<file path="src/hw/rtl/dnle_pkg.sv">
`timescale 1ns / 1ps

package dnle_pkg;

    // Input action codes
    localparam logic ACT_CHAR = 1'b0;
    localparam logic ACT_END  = 1'b1;

    // Byte values with a fixed meaning in the wire form
    localparam logic [7:0] DOT_CHAR   = 8'h2E;
    localparam logic [7:0] TERMINATOR = 8'h00;

    // Counter widths: a label never exceeds 63, a name never exceeds 255
    localparam int LBL_W  = 6;
    localparam int NAME_W = 8;
    localparam int OFS_W  = 9;

    // Depth of the result queue in front of the output channel
    localparam int RQ_DEPTH = 4;

    // One result word
    typedef struct packed {
        logic             write_enable;
        logic [7:0]       out_byte;
        logic [OFS_W-1:0] out_offset;
        logic             name_done;
        logic             name_ok;
    } t_result;

    // Result queue write strobes
    typedef struct packed {
        logic wr_first;
        logic wr_second;
    } t_push;

endpackage

</file>
<file path="src/hw/rtl/dnle_in_if.sv">
`timescale 1ns / 1ps

interface dnle_in_if;
    logic       valid;
    logic       ready;
    logic       action;
    logic [7:0] char_code;

    modport source (output valid, output action, output char_code, input ready);
    modport sink   (input valid, input action, input char_code, output ready);
endinterface

</file>
<file path="src/hw/rtl/dnle_out_if.sv">
`timescale 1ns / 1ps

interface dnle_out_if;
    logic       valid;
    logic       ready;
    logic       write_enable;
    logic [7:0] out_byte;
    logic [8:0] out_offset;
    logic       name_done;
    logic       name_ok;

    modport source (output valid, output write_enable, output out_byte, output out_offset,
                    output name_done, output name_ok, input ready);
    modport sink   (input valid, input write_enable, input out_byte, input out_offset,
                    input name_done, input name_ok, output ready);
endinterface

</file>
<file path="src/hw/rtl/dnle_rq.sv">
`timescale 1ns / 1ps

module dnle_rq import dnle_pkg::*; (
    input  logic       i_clk,
    input  logic       i_rst_n,
    input  t_push      i_push,
    input  t_result    i_res0,
    input  t_result    i_res1,
    output logic       o_room2,
    dnle_out_if.source o_out
);

    localparam int AW = $clog2(RQ_DEPTH);

    t_result         r_mem [RQ_DEPTH];
    logic [AW-1:0]   r_wr_ptr;
    logic [AW-1:0]   r_rd_ptr;
    logic [AW:0]     r_count;
    logic [AW:0]     n_count;
    logic [AW:0]     w_push_cnt;
    logic            w_pop;

    assign w_pop      = o_out.valid && o_out.ready;
    assign w_push_cnt = (AW+1)'(i_push.wr_first) + (AW+1)'(i_push.wr_second);
    assign n_count    = r_count + w_push_cnt - (AW+1)'(w_pop);

    // Store up to two words per cycle
    always_ff @(posedge i_clk) begin
        if (i_push.wr_first) begin
            r_mem[r_wr_ptr] <= i_res0;
        end
        if (i_push.wr_second) begin
            r_mem[r_wr_ptr + AW'(1)] <= i_res1;
        end
    end

    // Advance pointers and occupancy
    always_ff @(posedge i_clk) begin
        if (!i_rst_n) begin
            r_wr_ptr <= '0;
            r_rd_ptr <= '0;
            r_count  <= '0;
        end else begin
            r_wr_ptr <= r_wr_ptr + AW'(w_push_cnt);
            if (w_pop) begin
                r_rd_ptr <= r_rd_ptr + AW'(1);
            end
            r_count <= n_count;
        end
    end

    // Room for a full end-of-name pair even if nothing drains
    assign o_room2 = (r_count <= (AW+1)'(RQ_DEPTH - 2));

    // Present the head word
    assign o_out.valid        = (r_count != '0);
    assign o_out.write_enable = r_mem[r_rd_ptr].write_enable;
    assign o_out.out_byte     = r_mem[r_rd_ptr].out_byte;
    assign o_out.out_offset   = r_mem[r_rd_ptr].out_offset;
    assign o_out.name_done    = r_mem[r_rd_ptr].name_done;
    assign o_out.name_ok      = r_mem[r_rd_ptr].name_ok;

endmodule

</file>
<file path="src/hw/rtl/dns_name_label_encoder.sv">
`timescale 1ns / 1ps

// DNS name encoder: dotted name in, wire-format byte writes out.
// Input channel i_in carries one word per name character (action = char)
// or an end-of-name word (action = end, char_code ignored). Output channel
// o_out carries byte writes: out_byte goes to out_offset of the buffer when
// write_enable is set. Each character or dot gives one word; the end word
// gives two (the last label's length, then the zero terminator flagged
// with name_done and name_ok).
// A word accepted on the input is registered, then encoded and written into
// the result queue, from which its first result is offered.
// Throughput: one input word per cycle while the queue has room for an
// end-of-name pair; an end word's two results leave by the single-word port.
// A four-word result queue decouples the sides: input stays ready while
// results wait, and ready drops only once the queue cannot take a full
// end-of-name pair. A stalled receiver holds the head word unchanged.
// Reset empties the queue, drops the input register and clears all label
// and name counters; encoding state also returns to reset after each end.
module dns_name_label_encoder import dnle_pkg::*; #(
    parameter int MAX_NAME  = 255,
    parameter int MAX_LABEL = 63
) (
    input  logic       i_clk,
    input  logic       i_rst_n,
    dnle_in_if.sink    i_in,
    dnle_out_if.source o_out
);

    localparam logic [NAME_W-1:0] NAME_LIM  = NAME_W'(MAX_NAME);
    localparam logic [LBL_W-1:0]  LABEL_LIM = LBL_W'(MAX_LABEL);

    logic              r_in_valid;
    logic              r_in_action;
    logic [7:0]        r_in_char;

    logic [NAME_W-1:0] r_label_start, n_label_start;
    logic [LBL_W-1:0]  r_label_length, n_label_length;
    logic [NAME_W-1:0] r_name_length, n_name_length;
    logic              r_name_failed, n_name_failed;

    logic              w_room2;
    logic              w_advance;
    logic              w_is_dot;
    logic              w_fail_name;
    logic              w_fail_label;
    t_push             w_push;
    t_result           w_res0;
    t_result           w_res1;

    assign w_advance  = r_in_valid && w_room2;
    assign i_in.ready = !r_in_valid || w_room2;

    // Capture the incoming word
    always_ff @(posedge i_clk) begin
        if (!i_rst_n) begin
            r_in_valid <= 1'b0;
        end else if (i_in.ready) begin
            r_in_valid <= i_in.valid;
        end
    end

    always_ff @(posedge i_clk) begin
        if (i_in.ready && i_in.valid) begin
            r_in_action <= i_in.action;
            r_in_char   <= i_in.char_code;
        end
    end

    // Limit checks: the name limit covers dots, the label limit only characters
    assign w_is_dot     = (r_in_char == DOT_CHAR);
    assign w_fail_name  = r_name_failed || (r_name_length >= NAME_LIM);
    assign w_fail_label = w_fail_name || (!w_is_dot && (r_label_length >= LABEL_LIM));

    // Encode one word and update counters
    always_comb begin
        n_label_start  = r_label_start;
        n_label_length = r_label_length;
        n_name_length  = r_name_length;
        n_name_failed  = r_name_failed;
        w_push         = '0;
        w_res0         = '0;
        w_res1         = '0;
        if (w_advance) begin
            w_push.wr_first = 1'b1;
            if (r_in_action == ACT_END) begin
                w_push.wr_second = 1'b1;
                w_res1.name_done = 1'b1;
                if (!r_name_failed) begin
                    w_res0.write_enable = 1'b1;
                    w_res0.out_byte     = 8'(r_label_length);
                    w_res0.out_offset   = OFS_W'(r_label_start);
                    w_res1.write_enable = 1'b1;
                    w_res1.out_byte     = TERMINATOR;
                    w_res1.out_offset   = OFS_W'(r_name_length) + OFS_W'(1);
                    w_res1.name_ok      = 1'b1;
                end
                n_label_start  = '0;
                n_label_length = '0;
                n_name_length  = '0;
                n_name_failed  = 1'b0;
            end else begin
                n_name_failed = w_fail_label;
                if (!w_fail_label) begin
                    w_res0.write_enable = 1'b1;
                    n_name_length       = r_name_length + NAME_W'(1);
                    if (w_is_dot) begin
                        w_res0.out_byte   = 8'(r_label_length);
                        w_res0.out_offset = OFS_W'(r_label_start);
                        n_label_start     = r_name_length + NAME_W'(1);
                        n_label_length    = '0;
                    end else begin
                        w_res0.out_byte   = r_in_char;
                        w_res0.out_offset = OFS_W'(r_name_length) + OFS_W'(1);
                        n_label_length    = r_label_length + LBL_W'(1);
                    end
                end
            end
        end
    end

    // Hold encoding state
    always_ff @(posedge i_clk) begin
        if (!i_rst_n) begin
            r_label_start  <= '0;
            r_label_length <= '0;
            r_name_length  <= '0;
            r_name_failed  <= 1'b0;
        end else begin
            r_label_start  <= n_label_start;
            r_label_length <= n_label_length;
            r_name_length  <= n_name_length;
            r_name_failed  <= n_name_failed;
        end
    end

    dnle_rq u_rq (
        .i_clk   (i_clk),
        .i_rst_n (i_rst_n),
        .i_push  (w_push),
        .i_res0  (w_res0),
        .i_res1  (w_res1),
        .o_room2 (w_room2),
        .o_out   (o_out)
    );

endmodule

</file>
<file path="src/flat_wrapper.sv">
// flat-port wrapper written by rule: the top's interface ports become plain ports
module dns_name_label_encoder_flat import dnle_pkg::*;
#(
    parameter int MAX_NAME  = 255,
    parameter int MAX_LABEL = 63
)
  (i_clk, i_rst_n, i_in_valid, i_in_action, i_in_char_code, i_in_ready, o_out_valid, o_out_write_enable, o_out_out_byte, o_out_out_offset, o_out_name_done, o_out_name_ok, o_out_ready);
  dnle_in_if i_in_i ();
  dnle_out_if o_out_i ();
  input  logic i_clk;
  input  logic i_rst_n;
  input wire logic [$bits(i_in_i.valid)-1:0] i_in_valid;
  input wire logic [$bits(i_in_i.action)-1:0] i_in_action;
  input wire logic [$bits(i_in_i.char_code)-1:0] i_in_char_code;
  output wire logic [$bits(i_in_i.ready)-1:0] i_in_ready;
  output wire logic [$bits(o_out_i.valid)-1:0] o_out_valid;
  output wire logic [$bits(o_out_i.write_enable)-1:0] o_out_write_enable;
  output wire logic [$bits(o_out_i.out_byte)-1:0] o_out_out_byte;
  output wire logic [$bits(o_out_i.out_offset)-1:0] o_out_out_offset;
  output wire logic [$bits(o_out_i.name_done)-1:0] o_out_name_done;
  output wire logic [$bits(o_out_i.name_ok)-1:0] o_out_name_ok;
  input wire logic [$bits(o_out_i.ready)-1:0] o_out_ready;
  assign i_in_i.valid = i_in_valid;
  assign i_in_i.action = i_in_action;
  assign i_in_i.char_code = i_in_char_code;
  assign i_in_ready = i_in_i.ready;
  assign o_out_valid = o_out_i.valid;
  assign o_out_write_enable = o_out_i.write_enable;
  assign o_out_out_byte = o_out_i.out_byte;
  assign o_out_out_offset = o_out_i.out_offset;
  assign o_out_name_done = o_out_i.name_done;
  assign o_out_name_ok = o_out_i.name_ok;
  assign o_out_i.ready = o_out_ready;
  dns_name_label_encoder #(.MAX_NAME(MAX_NAME), .MAX_LABEL(MAX_LABEL)) u_core (.i_clk(i_clk), .i_rst_n(i_rst_n), .i_in(i_in_i), .o_out(o_out_i));
endmodule
</file>
<file path="config.mk">
export PLATFORM = sky130hd
export DESIGN_NAME = dns_name_label_encoder_flat
export DESIGN_NICKNAME = d
export VERILOG_FILES = /design/src/hw/rtl/dnle_pkg.sv /design/src/hw/rtl/dnle_in_if.sv /design/src/hw/rtl/dnle_out_if.sv /design/src/hw/rtl/dnle_rq.sv /design/src/hw/rtl/dns_name_label_encoder.sv /design/src/flat_wrapper.sv
export SDC_FILE = /design/constraint.sdc
export NUM_CORES = 1
export LEC_CHECK = 0
export BUFFER_PORTS_ARGS = -buffer_cell sky130_fd_sc_hd__buf_2
export CAP_MARGIN = 10
export CORE_MARGIN = 2
export CORE_UTILIZATION = 35
export CTS_BUF_LIST = sky130_fd_sc_hd__clkbuf_8 sky130_fd_sc_hd__clkbuf_16
export DETAILED_ROUTE_END_ITERATION = 8
export GPL_TIMING_DRIVEN = 0
export SKIP_LAST_GASP = 1
export SLEW_MARGIN = 15
export SYNTH_ARGS = -nofsm -noshare
export SYNTH_HDL_FRONTEND = slang
export SYNTH_HIERARCHICAL = 1
export SYNTH_SLANG_ARGS = --single-unit
</file>
<file path="constraint.sdc">
create_clock -name i_clk -period 4.65 [get_ports i_clk]
set_clock_uncertainty 0.2 [all_clocks]
set_input_delay 0.465 -clock i_clk [delete_from_list [all_inputs] [get_ports i_clk]]
set_output_delay 0.465 -clock i_clk [all_outputs]
set_load 0.005 [all_outputs]
</file>
-- Word-level counts from Yosys, hierarchy flattened
Memories as Yosys holds them, arrays and structs flattened. A register that Yosys moved wholly into a read port is not among the register bits.
Cells that the tools add are included.
W data, S select, Z words.
- RAM bits: 80
- bits in registers: 40
- bits of input ports: 13
- memories: 1
- equal/unequal tests: 2
- multiplexer cells: 26
- order comparisons: 3
- reductions and logical operators: 13
- add/subtract/negate cells: 9
- memories (name ; depth ; bits a word ; rd ports ; clocked after Yosys merged registers in ; wr ports ; RTL line ; RTL):
    u_core.u_rq.r_mem ; 4 ; 20 ; 1 ; 1 ; 2 ; dnle_rq.sv:15 ; t_result r_mem [RQ_DEPTH];
- operator list (cell ; number):
    $mux W18 ; 5
    $mux W20 ; 2
    $mux W8 ; 5
    $mux W6 ; 3
    $mux W17 ; 1
    $add A8 B1 Y9 const B ; 1
    $add A8 B1 Y8 const B ; 1
    $eq A8 B6 Y1 const B ; 1
    $ge A8 B8 Y1 const B ; 1
    $mux W1 ; 7
    $add A6 B1 Y6 const B ; 1
    $ge A6 B6 Y1 const B ; 1
    $mux W2 ; 3
    $add A2 B1 Y2 const B ; 2
    $logic_and A1 B1 Y1 ; 4
    $add A3 B2 Y3 ; 1
    $le A3 B2 Y1 const B ; 1
    $logic_or A1 B1 Y1 ; 3
    $reduce_and A3 Y1 ; 1
    $reduce_bool A3 Y1 ; 1
    $sub A3 B1 Y3 ; 1
    $add A1 B1 Y2 ; 1
    $add A2 B2 Y2 ; 1
    $logic_not A1 Y1 ; 2
    other kinds (3) ; 3

-- Logic depth before layout (Yosys ltp)
- word-level depth: 7
- depth in mapped cells: 11

-- Cells and area by module
The synthesis kept the hierarchy.
- by module, submodules not included (module ; seq. area each (µm²) ; instances ; area each (µm²) ; cells each):
    dnle_rq ; 2582.5 ; 1 ; 4332.9 ; 241
    dns_name_label_encoder ; 750.7 ; 1 ; 1639.1 ; 179

-- Worst setup path before layout
No wires, ideal clock.
- path type: register -> register
- from: reg u_core.u_rq.r_count[0]
- to: mem u_core/u_rq/r_mem[0][0] (netlist bit), enable pin
- data required time: 4025 ps
- slack: 1762 ps
- stages on the path, launching flop included: 5
- library setup time: 425 ps
- buffers on the path: 0
- arrival: 2264 ps
- cell sequence: dfxtp_1 > a21oi_1 > and2_1 > nand2b_1 > o21ai_0
- RTL lines (item ; RTL line ; RTL):
    from (decl) ; dnle_rq.sv:18 ; logic [AW:0] r_count;
    from (signal assigned) ; dnle_rq.sv:48 ; r_count <= n_count;
    to (decl) ; dnle_rq.sv:15 ;

==> reports/results.ini <==
[run_status]
status = complete, no violations

[placement]
hpwlAfterDp_um = 8820
gp_congestion = 0.769
port_buffers = 34
pre_cts_ws_ns = 1.21

[global_routing]
grt.total_usage = 0.156
antenna_found_initial = 0
grt_max_degree = 21
grt_pass1_vias = 3860
grt.overflow.total = 0
grt_pass1_wl_um = 21000

[synthesis]
syn_area_per_cell_um2 = 14.2
synthArstFlopShare = 0
synth_common_cells = edfxtp_1 (89), mux2_2 (78), dfxtp_1 (33), mux4_2 (20), nor2_1 (17)
synth.most_common_cell = edfxtp_1
synth_enable_flop_cells = 89
netlist_area_mm2 = 0.00597
synth_seq_area_share = 0.558
synth_top_area_share = 0.448
synth_top_area_cell = edfxtp_1
yosys-top-cells-area = edfxtp_1 (45%), mux2_2 (15%), dfxtp_1 (11%)
synth_cells = 420
yosys_most_used_dff = edfxtp_1
ys_types = 51
ys_seq_elements = 122
yosysWarnings = 6

[final_layout]
num-nets-final = 539
nFillCells = 1538
diodes = 0
area_growth_pct = 20.2
drive_above_1_share = 0.343

[die]
die_x_um = 135
io_pins = 35
die_area_mm2 = 0.0181
coreArea_mm2 = 0.0166
rows = 47
initial_utilization = 0.359
die_h_um = 135

[sta]
setup_violations = 0
hold_viol = 0
layout_setup_ws_ns = 1.10
fin_crit_ns = 3.55
fin_crit_sh = 0.764
fin_setup_tns_ns = 0
slew_viol_final = 0
rsz0062_at_grt = no
fmax_mhz = 281
tightestPinTransition_ns = 0.725
maxSlewHeadroom = 0.514

[clocking]
tritoncts = built
root_buffer = clkbuf_16
hold_buffers = 0
clockBufferDepth = 2
cts_resized = 0
clkSinkCount = 122
worstSkewPairLatency_ns = 0.41
cts_setup_buffers = 0
htreeDepth = 4
clkTransAtPathRegs_ns = 0.05
cts_buffers = 17

[detailed_routing]
drc_errors = 0
num_vias = 3731
antenna_left = 0
dr.pass1.iters = 4
vias_per_cell = 4.97
routed_wl_um = 13100
initialDrtViolationCount = 210
wl_per_cell_um = 17.5

[run]
drv_cap = 0

[power_and_ir_drop]
p_per_area_mw_per_mm2 = 443
ir_drop_v = 0.000290
p_leak_nw = 2.70

[critical_path]
cp.arrival_ns = 3.63
worstSetupEndpointType = register
worstSetupStartpointType = register
worst-path-max-fanout = 14
critPathRequiredTime_ns = 4.73
critical_path_class = register to register

[min_path]
min_path_type = input pin to register

critical path: stages (launching register included):
cell and delay (ns):
dfxtp_1 0.34, a21oi_1 0.28, and2_1 0.29, nor2b_1 0.16, clkbuf_1 0.28, nand2_1 0.27, inv_1 0.45, nor2_1 0.20
a211oi_1 0.66, mux2_2 0.28
cells in the final DEF, fill, tap and decap left out, types with 5 or more instances in the layout:
cell type	count
a21oi_1	14
and2_1	11
and3_1	5
buf_2	42
clkbuf_1	5
clkbuf_16	17
clkinv_2	6
conb_1	44
dfxtp_1	33
edfxtp_1	89
ha_1	7
inv_1	18
mux2_2	78
mux2i_1	5
mux4_2	20
nand2_1	15
nand2b_1	7
nand3_1	8
nor2_1	15
o21ai_0	8
o2bb2ai_1	10
or3_1	6
report_power, final:
group          switching [mW]  total (mW)  internal (mW)
sequential             0.0623        1.36           1.30
clock                   0.445        1.16          0.711
combinational           0.336       0.663          0.327
routing by layer:
layer	routed length [um]	global-route usage	vias to the layer above
met2	6610	0.258	68
met3	447	0.0405	11
met4	191	0.0608	0
met5	0	0	-
li1	-	-	1789
met1	5890	0.197	1863
sequential cells by signal (all words and copies together) (netlist names), 2 cells and up, named ones only:
signal                 cells
u_core/u_rq/r_mem         80
u_core/r_name_length       8
u_core/r_label_length      6
u_core/r_label_start       8
u_core/r_in_char           8
u_core/u_rq/r_count        3
u_core/u_rq/r_wr_ptr       2
u_core/u_rq/r_rd_ptr       2
per-stage QoR:
step | util | cells | hold slack, ns | power [mW] | instance area, um^2
2_1_floorplan | - | 463 | 0.226 | 1.81 | 6130
3_3_place_gp | 0.395 | 717 | 0.235 | 2.02 | 6580
3_5_place_dp | 0.400 | 719 | 0.243 | 2.06 | 6660
4_1_cts | 0.431 | 751 | 0.00733 | 3.22 | 7180
5_1_grt | 0.431 | 751 | 0.00856 | 3.36 | 7180
6_report | 0.431 | 751 | 0.0271 | 3.18 | 7180
final cells by class:
cell class	instances	area, um^2	share of cell area
Tap cell	220	275	0.0383
Timing Repair Buffer	36	213	0.0296
Multi-Input combinational cell	309	2690	0.375
Inverter	15	56.3	0.00784
Sequential cell	122	3330	0.464
Clock inverter	15	93.8	0.0131
Clock buffer	17	425	0.0593
Buffer	17	88.8	0.0124
worst paths after layout:
check,from,endpoint,cells past startpoint,slack (ns)
hold reg to reg,u_core/r_label_start[6],u_core/r_label_start[6],2,0.25
setup reg to reg,u_core/u_rq/r_count[0],u_core/u_rq/r_mem[2][12],9,1.10
hold / removal,i_in_char_code[3],u_core/r_in_char[3],1,0.03
setup / recovery,u_core/u_rq/r_count[0],u_core/u_rq/r_mem[2][12],9,1.10
kinds of logic after synthesis:
group,share of synthesized area
other,0.000628
DFF,0.558
and+or+nand+nor,0.0811
AOI/OAI and AO/OA,0.0668
buffers and inverters,0.0243
adders and majority gates,0.0180
muxes,0.235
xor gates and xnor gates,0.0163
No activity file was read; power rests on OpenSTA's default activity.
